$ cat src/sv/dmc_pkg.sv
// Shared types and constants for the direct-mapped cache tag model.
`timescale 1ns / 1ps
package dmc_pkg;

    localparam int MAX_LINES_DEF = 1024;
    localparam int TAG_W         = 30;
    localparam int CFG_IDX_W     = 2;
    localparam int CFG_DATA_W    = 21;
    localparam int CSIZE_W       = 21;
    localparam int BSIZE_W       = 11;
    localparam int DIV_W         = 32;

    localparam logic [CFG_IDX_W-1:0] CFG_CACHE_SIZE = 2'd0;
    localparam logic [CFG_IDX_W-1:0] CFG_BLOCK_SIZE = 2'd1;

    localparam logic [CSIZE_W-1:0] CSIZE_RESET = 21'd1024;
    localparam logic [BSIZE_W-1:0] BSIZE_RESET = 11'd1;
    localparam logic [31:0]        CNT_MAX     = 32'hFFFF_FFFF;

    typedef struct packed {
        logic        op;
        logic [31:0] address;
    } t_req;

    typedef struct packed {
        logic        hit;
        logic [31:0] read_hit_count;
        logic [31:0] read_miss_count;
        logic [31:0] write_hit_count;
        logic [31:0] write_miss_count;
    } t_rsp;

endpackage

$ cat src/sv/dmc_div.sv
// Radix-2 restoring divider, one quotient bit per cycle.
`timescale 1ns / 1ps
module dmc_div (
    input  logic                      i_clk,
    input  logic                      i_rst_n,
    input  logic                      i_start,
    input  logic [dmc_pkg::DIV_W-1:0] i_dividend,
    input  logic [dmc_pkg::DIV_W-1:0] i_divisor,
    output logic                      o_done,
    output logic [dmc_pkg::DIV_W-1:0] o_quot,
    output logic [dmc_pkg::DIV_W-1:0] o_rem
);
    import dmc_pkg::*;

    localparam int CNT_W = $clog2(DIV_W);

    logic [DIV_W-1:0] r_quo;
    logic [DIV_W-1:0] r_rem;
    logic [DIV_W-1:0] r_dsr;
    logic [CNT_W-1:0] r_cnt;
    logic             r_busy;
    logic             r_done;

    logic [DIV_W:0]   trial;
    logic             fits;

    // Trial subtract of the shifted partial remainder
    assign trial = {r_rem, r_quo[DIV_W-1]};
    assign fits  = trial >= {1'b0, r_dsr};

    // Control
    always_ff @(posedge i_clk) begin
        if (!i_rst_n) begin
            r_busy <= 1'b0;
            r_done <= 1'b0;
            r_cnt  <= '0;
        end else begin
            r_done <= 1'b0;
            if (i_start) begin
                r_busy <= 1'b1;
                r_cnt  <= '0;
            end else if (r_busy) begin
                r_cnt <= r_cnt + 1'b1;
                if (r_cnt == CNT_W'(DIV_W - 1)) begin
                    r_busy <= 1'b0;
                    r_done <= 1'b1;
                end
            end
        end
    end

    // Datapath
    always_ff @(posedge i_clk) begin
        if (i_start) begin
            r_quo <= i_dividend;
            r_rem <= '0;
            r_dsr <= i_divisor;
        end else if (r_busy) begin
            r_quo <= {r_quo[DIV_W-2:0], fits};
            r_rem <= fits ? DIV_W'(trial - {1'b0, r_dsr}) : trial[DIV_W-1:0];
        end
    end

    assign o_done = r_done;
    assign o_quot = r_quo;
    assign o_rem  = r_rem;

endmodule

$ cat config.mk
export PLATFORM = sky130hd
export DESIGN_NAME = dmc_div
export DESIGN_NICKNAME = d
export VERILOG_FILES = /design/src/sv/dmc_pkg.sv /design/src/sv/dmc_div.sv
export SDC_FILE = /design/constraint.sdc
export NUM_CORES = 1
export LEC_CHECK = 0
export BUFFER_PORTS_ARGS = -buffer_cell sky130_fd_sc_hd__buf_2
export CAP_MARGIN = 25
export CORE_ASPECT_RATIO = 2
export CORE_UTILIZATION = 34
export DETAILED_ROUTE_END_ITERATION = 8
export PLACE_DENSITY = 0.63
export SYNTH_ARGS = -nofsm -noshare
export SYNTH_HDL_FRONTEND = slang
export SYNTH_SLANG_ARGS = --single-unit
$ cat constraint.sdc
create_clock -name i_clk -period 3.67 [get_ports i_clk]
set_input_delay 0.5505 -clock i_clk [delete_from_list [all_inputs] [get_ports i_clk]]
set_output_delay 0.5505 -clock i_clk [all_outputs]
set_load 0.005 [all_outputs]
# Word-level counts from Yosys, hierarchy flattened
# Index checks and enable logic that the tools add are counted.
# word_totals
reg_bits	103
in_bits	67
output_inout_bits	65
elab_cells	22
# classes
add_sub_neg	2
magnitude_cmp	1
n_eq_ne	1
n_mux	7
n_bitwise	2
reduce_logical	3
# op_table
operator	count
$mux W32	3
$ge A33 B32 Y1	1
$sub A32 B32 Y32	1
$add A5 B1 Y5 const B	1
$eq A5 B5 Y1 const B	1
$mux W1	4
$reduce_or A3 Y1	1
$not A1 Y1	2
$reduce_bool A2 Y1	1
$reduce_or A2 Y1	1

# Longest topological paths before layout
# Gate-level depths: netlist of the first run.
# depth
ltp_word	4
mapped_depth	14
ltp_nobuf	12

# Least setup slack after synthesis of the first run
# Ideal clock, no wire load.
# synth_timing
path_type	reg2reg
startpoint	reg r_rem[5] (netlist: o_rem[5])
endpoint	reg r_quo[0] (netlist: o_quot[0]) (data pin)
setup_time_ps	260
t_arrival_ps	2485
t_required_ps	3410
slack_ps	925
stages_incl_launch_ff	12
n_path_buf	2
synth_period_minus_slack_ps	2745
cell_sequence	dfxtp_1 ha_1 a21oi_2 nand2_1 o2111ai_2 nand3_2 a221oi_4 and3b_1 o31a_1 buf_6 buf_2 mux2_2
# synth_via
elab_chain_cells	3
# synth_rtl
element	line_no	rtl
from (decl)	dmc_div.sv:18	logic [DIV_W-1:0] r_rem;
from (signal assigned)	dmc_div.sv:60	r_rem <= fits ? DIV_W'(trial - {1'b0, r_dsr}) : trial[DIV_W-1:0];
$ge A33 B32 Y1	dmc_div.sv:29	assign fits = trial >= {1'b0, r_dsr};
$mux W32	dmc_div.sv:58	end else if (r_busy) begin
$mux W32	dmc_div.sv:54	if (i_start) begin
to (signal assigned)	dmc_div.sv:55	r_quo <= i_dividend;
to (signal assigned)	dmc_div.sv:59	r_quo <= {r_quo[DIV_W-2:0], fits};
to (decl)	dmc_div.sv:17	logic [DIV_W-1:0] r_quo;
# Every way passes these cells. The select of a mux whose other input is x is not followed.
# A chain may end at the register's enable or synchronous reset.

# Final worst setup path of the first run
# layout_timing
startpoint	reg r_rem[3] (netlist: o_rem[3])
endpoint	reg r_rem[0] (netlist: o_rem[0])
# layout_via
elab_chain_cells	2
# layout_rtl
element	line_no
$ge A33 B32 Y1	dmc_div.sv:29
$mux W32	dmc_div.sv:60
# Every way passes these cells.

==> results of run 1 <==
[final timing paths]
path / slack [ps] / to / depth (start not counted)
setup / recovery: 560 / o_rem[0]$_SDFFE_PP0P_ / 11
hold / removal: 370 / r_dsr[30]$_DFFE_PP_ / 1
setup reg to reg: 560 / o_rem[0]$_SDFFE_PP0P_ / 11
hold reg to reg: 490 / o_rem[2]$_SDFFE_PP0P_ / 2
[metal layers]
layer | up-vias | global-route usage [%] | wire length [µm]
li1 | 2287 | - | -
met1 | 2146 | 17.47 | 5397
met2 | 137 | 31.94 | 7887
met3 | 30 | 4.390 | 866
met4 | 0 | 8.974 | 564
met5 | - | 0 | 0
[kinds of logic after synthesis]
family	Yosys count	share of synthesized area [%]
and+or+nand+nor	139	11.38
AOI/OAI and AO/OA	128	14.71
DFF	103	46.38
buffers and inverters	67	4.660
muxes	57	10.56
adders and majority gates	35	7.644
xor gates and xnor gates	31	4.660
[area by class of cell]
class                           instances  area (µm²)  area share, %
Inverter                               41       153.9          2.186
Clock buffer                           10       229.0          3.252
Multi-Input combinational cell        390        2856          40.57
Timing Repair Buffer                  143       748.2          10.63
Clock inverter                          6       92.59          1.315
Tap cell                              207       259.0          3.678
Sequential cell                       103        2703          38.38
[flip-flops by register name (all words and copies together), names as in the netlist]
register	count
o_rem	32
r_dsr	32
r_cnt	5
r_busy	1
o_done	1
o_quot	32
[synthesized netlist by cell type, types with 2 or more instances]
cell,instances
edfxtp_1,64
nand2_1,51
inv_1,41
dfxtp_1,39
ha_1,34
a21oi_1,33
nor2_1,33
mux2_2,32
mux2i_1,24
clkbuf_1,21
o21ai_1,21
a211oi_1,17
xnor2_1,16
xor2_1,15
o21ai_0,10
nand3_1,9
nand2b_1,8
a21o_1,7
nand4_1,7
o21a_1,7
o221ai_1,7
nor2b_1,6
and3_1,5
or3_1,5
nor3_1,4
o211ai_1,4
o21bai_1,4
a211oi_2,3
a31oi_1,3
and2_1,2
buf_6,2
nor3b_1,2
o31a_1,2
[metrics by stage]
| stage | setup slack, ps | instance area (µm²) | utilization (%) | instances |
|---|---|---|---|---|
| floorplan | 924.6 | 5827 | - | 560 |
| global placement | 648.3 | 6720 | 40.08 | 884 |
| detailed placement | 598.8 | 6720 | 40.08 | 884 |
| CTS | 553.1 | 7042 | 42.00 | 900 |
| global route | 388.2 | 7042 | 42.00 | 900 |
| finish | 564.9 | 7042 | 42.00 | 900 |
[where the power goes]
part	switching (mW)	total [mW]	internal, mW
Clock	0.447	1.05	0.605
Combinational	0.290	0.516	0.227
Sequential	0.0416	1.36	1.32
Total	0.778	2.93	2.15
[layout by cell type (no fill, tap or decap), drive strengths merged, types with 5 or more instances in the layout]
| cell type | count |
|---|---|
| a211oi | 20 |
| or3 | 5 |
| nand2 | 51 |
| nor2 | 33 |
| dfxtp | 39 |
| a21oi | 34 |
| o221ai | 7 |
| nand3 | 10 |
| edfxtp | 64 |
| clkbuf | 10 |
| ha | 34 |
| mux2 | 33 |
| o21ai | 31 |
| and3 | 5 |
| nand4 | 7 |
| mux2i | 24 |
| xnor2 | 16 |
| nand2b | 8 |
| xor2 | 15 |
| inv | 43 |
| o21a | 7 |
| nor2b | 6 |
| a21o | 7 |
| buf | 143 |
==> flow_metrics.tcl, run 1 <==
set metrics [dict create \
    hold_buffers 0 \
    start_util_pct 34.75 \
    fillers 1715 \
    die_y_um 187.1 \
    power_leakage_nw 3.002 \
    grtUsageTotal_pct 17.41 \
    cts_resized 0 \
    diodes 0 \
    max_cap_violations 0 \
    drc 0 \
    crit_family "compound AO/OA/AOI/OAI gates" \
    cts_buffer_depth 2 \
    status "completed" \
    setup_tns_ps 0 \
    clock.fmax_mhz 322.0 \
    synth-seq-area-share_pct 46.38 \
    dpl.hpwl_mm 11.21 \
    rsz0062_at_grt "no" \
    core_mm2 0.01677 \
    crit_path_end_kind "register" \
    syn_area_mm2 0.005827 \
    ir_drop_v 0.0002749 \
    drt_iter0_drc 149 \
    ios 132 \
    setup_viol 0 \
    min_from "i_divisor[30]" \
    final_nets 790 \
    postCtsSetupBuffers 0 \
    relSlewSlack_pct 58.20 \
    slew_violations 0 \
    power.density_mw_per_mm2 416.5 \
    grt_max_degree 46 \
    htree_levels 3 \
    antenna_found_initial 0 \
    placement_rows 67 \
    clockRootBuffer "clkbuf_16" \
    reg2reg_from "o_rem[3]$_SDFFE_PP0P_" \
    ant_nets 0 \
    wire_per_inst_um 16.35 \
    yosys.area.top_type "edfxtp_1" \
    min_period_ps 3105 \
    hold_path.class "in2reg" \
    die_x_um 94.57 \
    slowest_stage "o31a_2" \
    synth_cells 560 \
    finalHoldViolations 0 \
    skew_ps 12.67 \
    grt_overflow_total 0 \
    numPortBuffers 131 \
    cts_sinks 103 \
    cp.required_ps 3950 \
    via_per_inst 5.111 \
    area_growth_pct 20.85 \
    drive_gt1_share_pct 28.86 \
    vias 4600 \
    dr.pass1.iters 4 \
    clock_latency_ps 350 \
    crit_fanout 11 \
    cts_buffers 9 \
    fin_hold_ws_ps 368.2 \
    syn_nets 662 \
    slowest_delay_ps 380 \
    yosys.area.top_type_share_pct 32.98 \
    synth_flop_cell "edfxtp_1" \
    ys_types 55 \
    ys_ff_latch 103 \
    crit_chain "ha_1 -> a21oi_1 -> nand2_1 -> o2111ai_2 -> nand3_2 -> a221oi_4 -> and3b_1 -> o31a_2 -> buf_4 -> mux2_4 -> a211oi_2" \
    crit_arrival_ps 3380 \
    cp_num_buf_inv 1 \
    synth_edf_count 64 \
    place_congestion 0.8431 \
    cts_tree "yes" \
    period_share_pct 84.61 \
    routed_wl_mm 14.72 \
    grt_first_pass_wirelength_mm 23.30 \
    first_global_vias 4736 \
    ys_async_sr_fraction_pct 0 \
    tightest_slew_ps 626.9 \
    die-area_mm2 0.01770 \
    crit_start "o_rem[3]$_SDFFE_PP0P_" \
    total_power_mw 2.933 \
    synthTopCellsByArea "edfxtp_1 33%, dfxtp_1 13%, ha_1 7.3%" \
    startpoint_type "register" \
    cts.clk_slew.worst_paths_ps 80 \
    synth_warnings 0 \
    critical_path_class "reg2reg" \
    syn_area_per_cell_um2 10.41 \
]
No activity file was read; power rests on OpenSTA's default activity.
==> inputs of run 2 (changes only) <==
- PLACE_DENSITY: 0.63 -> 0.65
- clock period: 3.67 -> 2.5 ns (I/O delays scaled with it)
==> run 2 against run 1 <==
The flow now finishes with violations (setup timing); critical path type unchanged; core utilization increased by 6.0 points; sequential cell count is the same; sequential power is 47% higher; worst hold slack worse by 180 ps.
==> flow_metrics.tcl, run 2 (synthesized netlist as in run 1, its figures left out) <==
set metrics [dict create \
    ios 132 \
    violations "setup timing" \
    first_global_vias 5235 \
    rsz0062_at_grt "yes" \
    routed_wl_mm 15.83 \
    via_per_inst 5.039 \
    reg2regPathDepth 11 \
    min_period_ps 2726 \
    min_from "i_divisor[8]" \
    start_util_pct 34.75 \
    drive_gt1_share_pct 42.12 \
    hold_buffers 0 \
    die_x_um 94.57 \
    layout_commonest_cell "buf_2" \
    grt.busiest_layer "met2" \
    hold_path.class "in2reg" \
    internal_power_mw 3.230 \
    cts_buffers 9 \
    use_met3_pct 4.065 \
    crit_start "r_dsr[6]$_DFFE_PP_" \
    layout_setup_ws_ps -226.5 \
    drc 0 \
    clock_latency_ps 360 \
    period_share_pct 109.1 \
    layout_common_cells "130 x buf_2, 108 x buf_4, 64 x edfxtp_1" \
    place_congestion 0.8673 \
    clock.fmax_mhz 366.8 \
    max_cap_violations 0 \
    dp_cells 977 \
    seqPwrFrac_pct 45.0 \
    final_cells 1000 \
    combPwrFrac_pct 22.6 \
    total_power_mw 4.452 \
    antenna_found_initial 0 \
    clkPwrFrac_pct 32.4 \
    slew_violations 0 \
    area_growth_pct 38.03 \
    status "finished with violations" \
    cts.clk_slew.worst_paths_ps 70 \
    clockRootBuffer "clkbuf_16" \
    r2r_end "o_quot[0]$_DFFE_PP_" \
    cp.required_ps 2610 \
    setup_viol 33 \
    ant_nets 0 \
    diodes 0 \
    setup_tns_ps -3916 \
    startpoint_type "register" \
    crit_fanout 13 \
    dr.pass1.iters 4 \
    htree_levels 3 \
    grtUsageTotal_pct 18.40 \
    grt_first_pass_wirelength_mm 24.72 \
    cts_tree "yes" \
    power.density_mw_per_mm2 553.5 \
    use_met1_pct 17.20 \
    skew_ps 11.30 \
    core_mm2 0.01677 \
    power_leakage_nw 3.529 \
    crit_arrival_ps 2840 \
    wire_per_inst_um 15.83 \
    dpl.hpwl_mm 12.42 \
    cts_sinks 103 \
    vias 5039 \
    final_nets 890 \
    grt_use_met2_pct 35.84 \
    reg2reg_from "r_dsr[6]$_DFFE_PP_" \
    crit_end "o_quot[0]$_DFFE_PP_" \
    relSlewSlack_pct 65.01 \
    tightest_slew_ps 524.1 \
    cts_buffer_depth 2 \
    drt_iter0_drc 193 \
    grt_overflow_total 0 \
    placement_rows 67 \
    numPortBuffers 131 \
    die_y_um 187.1 \
    swShare_pct 27.45 \
    crit_path_end_kind "register" \
    grt_max_degree 33 \
    die-area_mm2 0.01770 \
    ir_drop_v 0.0003947 \
    reg2reg_setup_slack_ps -230 \
    critical_path_class "reg2reg" \
    finalHoldViolations 0 \
    power.net_switching_mw 1.222 \
]
run 2: worst max-delay path, cell delays in order, from the launching register on:
cell and delay [ps]:
edfxtp_1 390, inv_2 80, ha_4 200, a21oi_4 150
nand2_2 100, o2111ai_4 230, nand3_2 110, a221oi_4 270
and3b_1 210, o31a_4 330, buf_12 160, mux2_2 250
run 2: repair_timing:
| action | 4_1_cts | 5_1_grt |
|---|---|---|
| setup endpoints to repair | 33 | 33 |
| gates resized for setup | 27 | 10 |
| pin swaps | 14 | 12 |
| buffers inserted | 5 | 2 |
run 2: final cells by class:
class                           instances  area [µm²]
Clock buffer                           10       229.0
Multi-Input combinational cell        390        3092
Timing Repair Buffer                  243        1535
Tap cell                              207       259.0
Clock inverter                          6       68.82
Inverter                               41       153.9
Fill cell                            1630        8723
Sequential cell                       103        2705
run 2: worst min path at each step:
stage,end,slack (ps),cells after the start
2_1_floorplan,r_cnt[4]$_SDFFE_PP0P_,470,2
3_3_place_gp,r_cnt[4]$_SDFFE_PP0P_,480,2
3_5_place_dp,r_cnt[4]$_SDFFE_PP0P_,500,2
4_1_cts,r_dsr[2]$_DFFE_PP_,170,1
5_1_grt,r_dsr[31]$_DFFE_PP_,170,1
6_report,r_dsr[8]$_DFFE_PP_,190,1
run 2: power by group through the flow:
stage | clock [mW] | sequential, mW | combinational, mW
floorplan | 0 | 2.04 | 0.492
global placement | 0 | 2.04 | 0.937
detailed placement | 0 | 2.04 | 0.944
CTS | 1.49 | 2.01 | 0.994
global route | 1.54 | 2.02 | 1.10
finish | 1.44 | 2.00 | 1.01
run 2: metrics by stage:
stage / area (µm²) / utilization [%] / setup WS [ps] / hold WS, ps
global placement: 7491 / 44.68 / -248.6 / 481.4
global route: 8043 / 47.97 / -343.7 / 173.6
floorplan: 5883 / - / -189.1 / 467.4
finish: 8043 / 47.97 / -226.5 / 189.8
CTS: 7974 / 47.56 / -217.9 / 170.4
detailed placement: 7491 / 44.68 / -308.2 / 497.2
run 2: routing by layer:
metal	up-vias	part of all wire, %
li1	2487	-
met1	2379	35
met2	139	57
met3	34	5.2
met4	0	3.5
met5	-	0
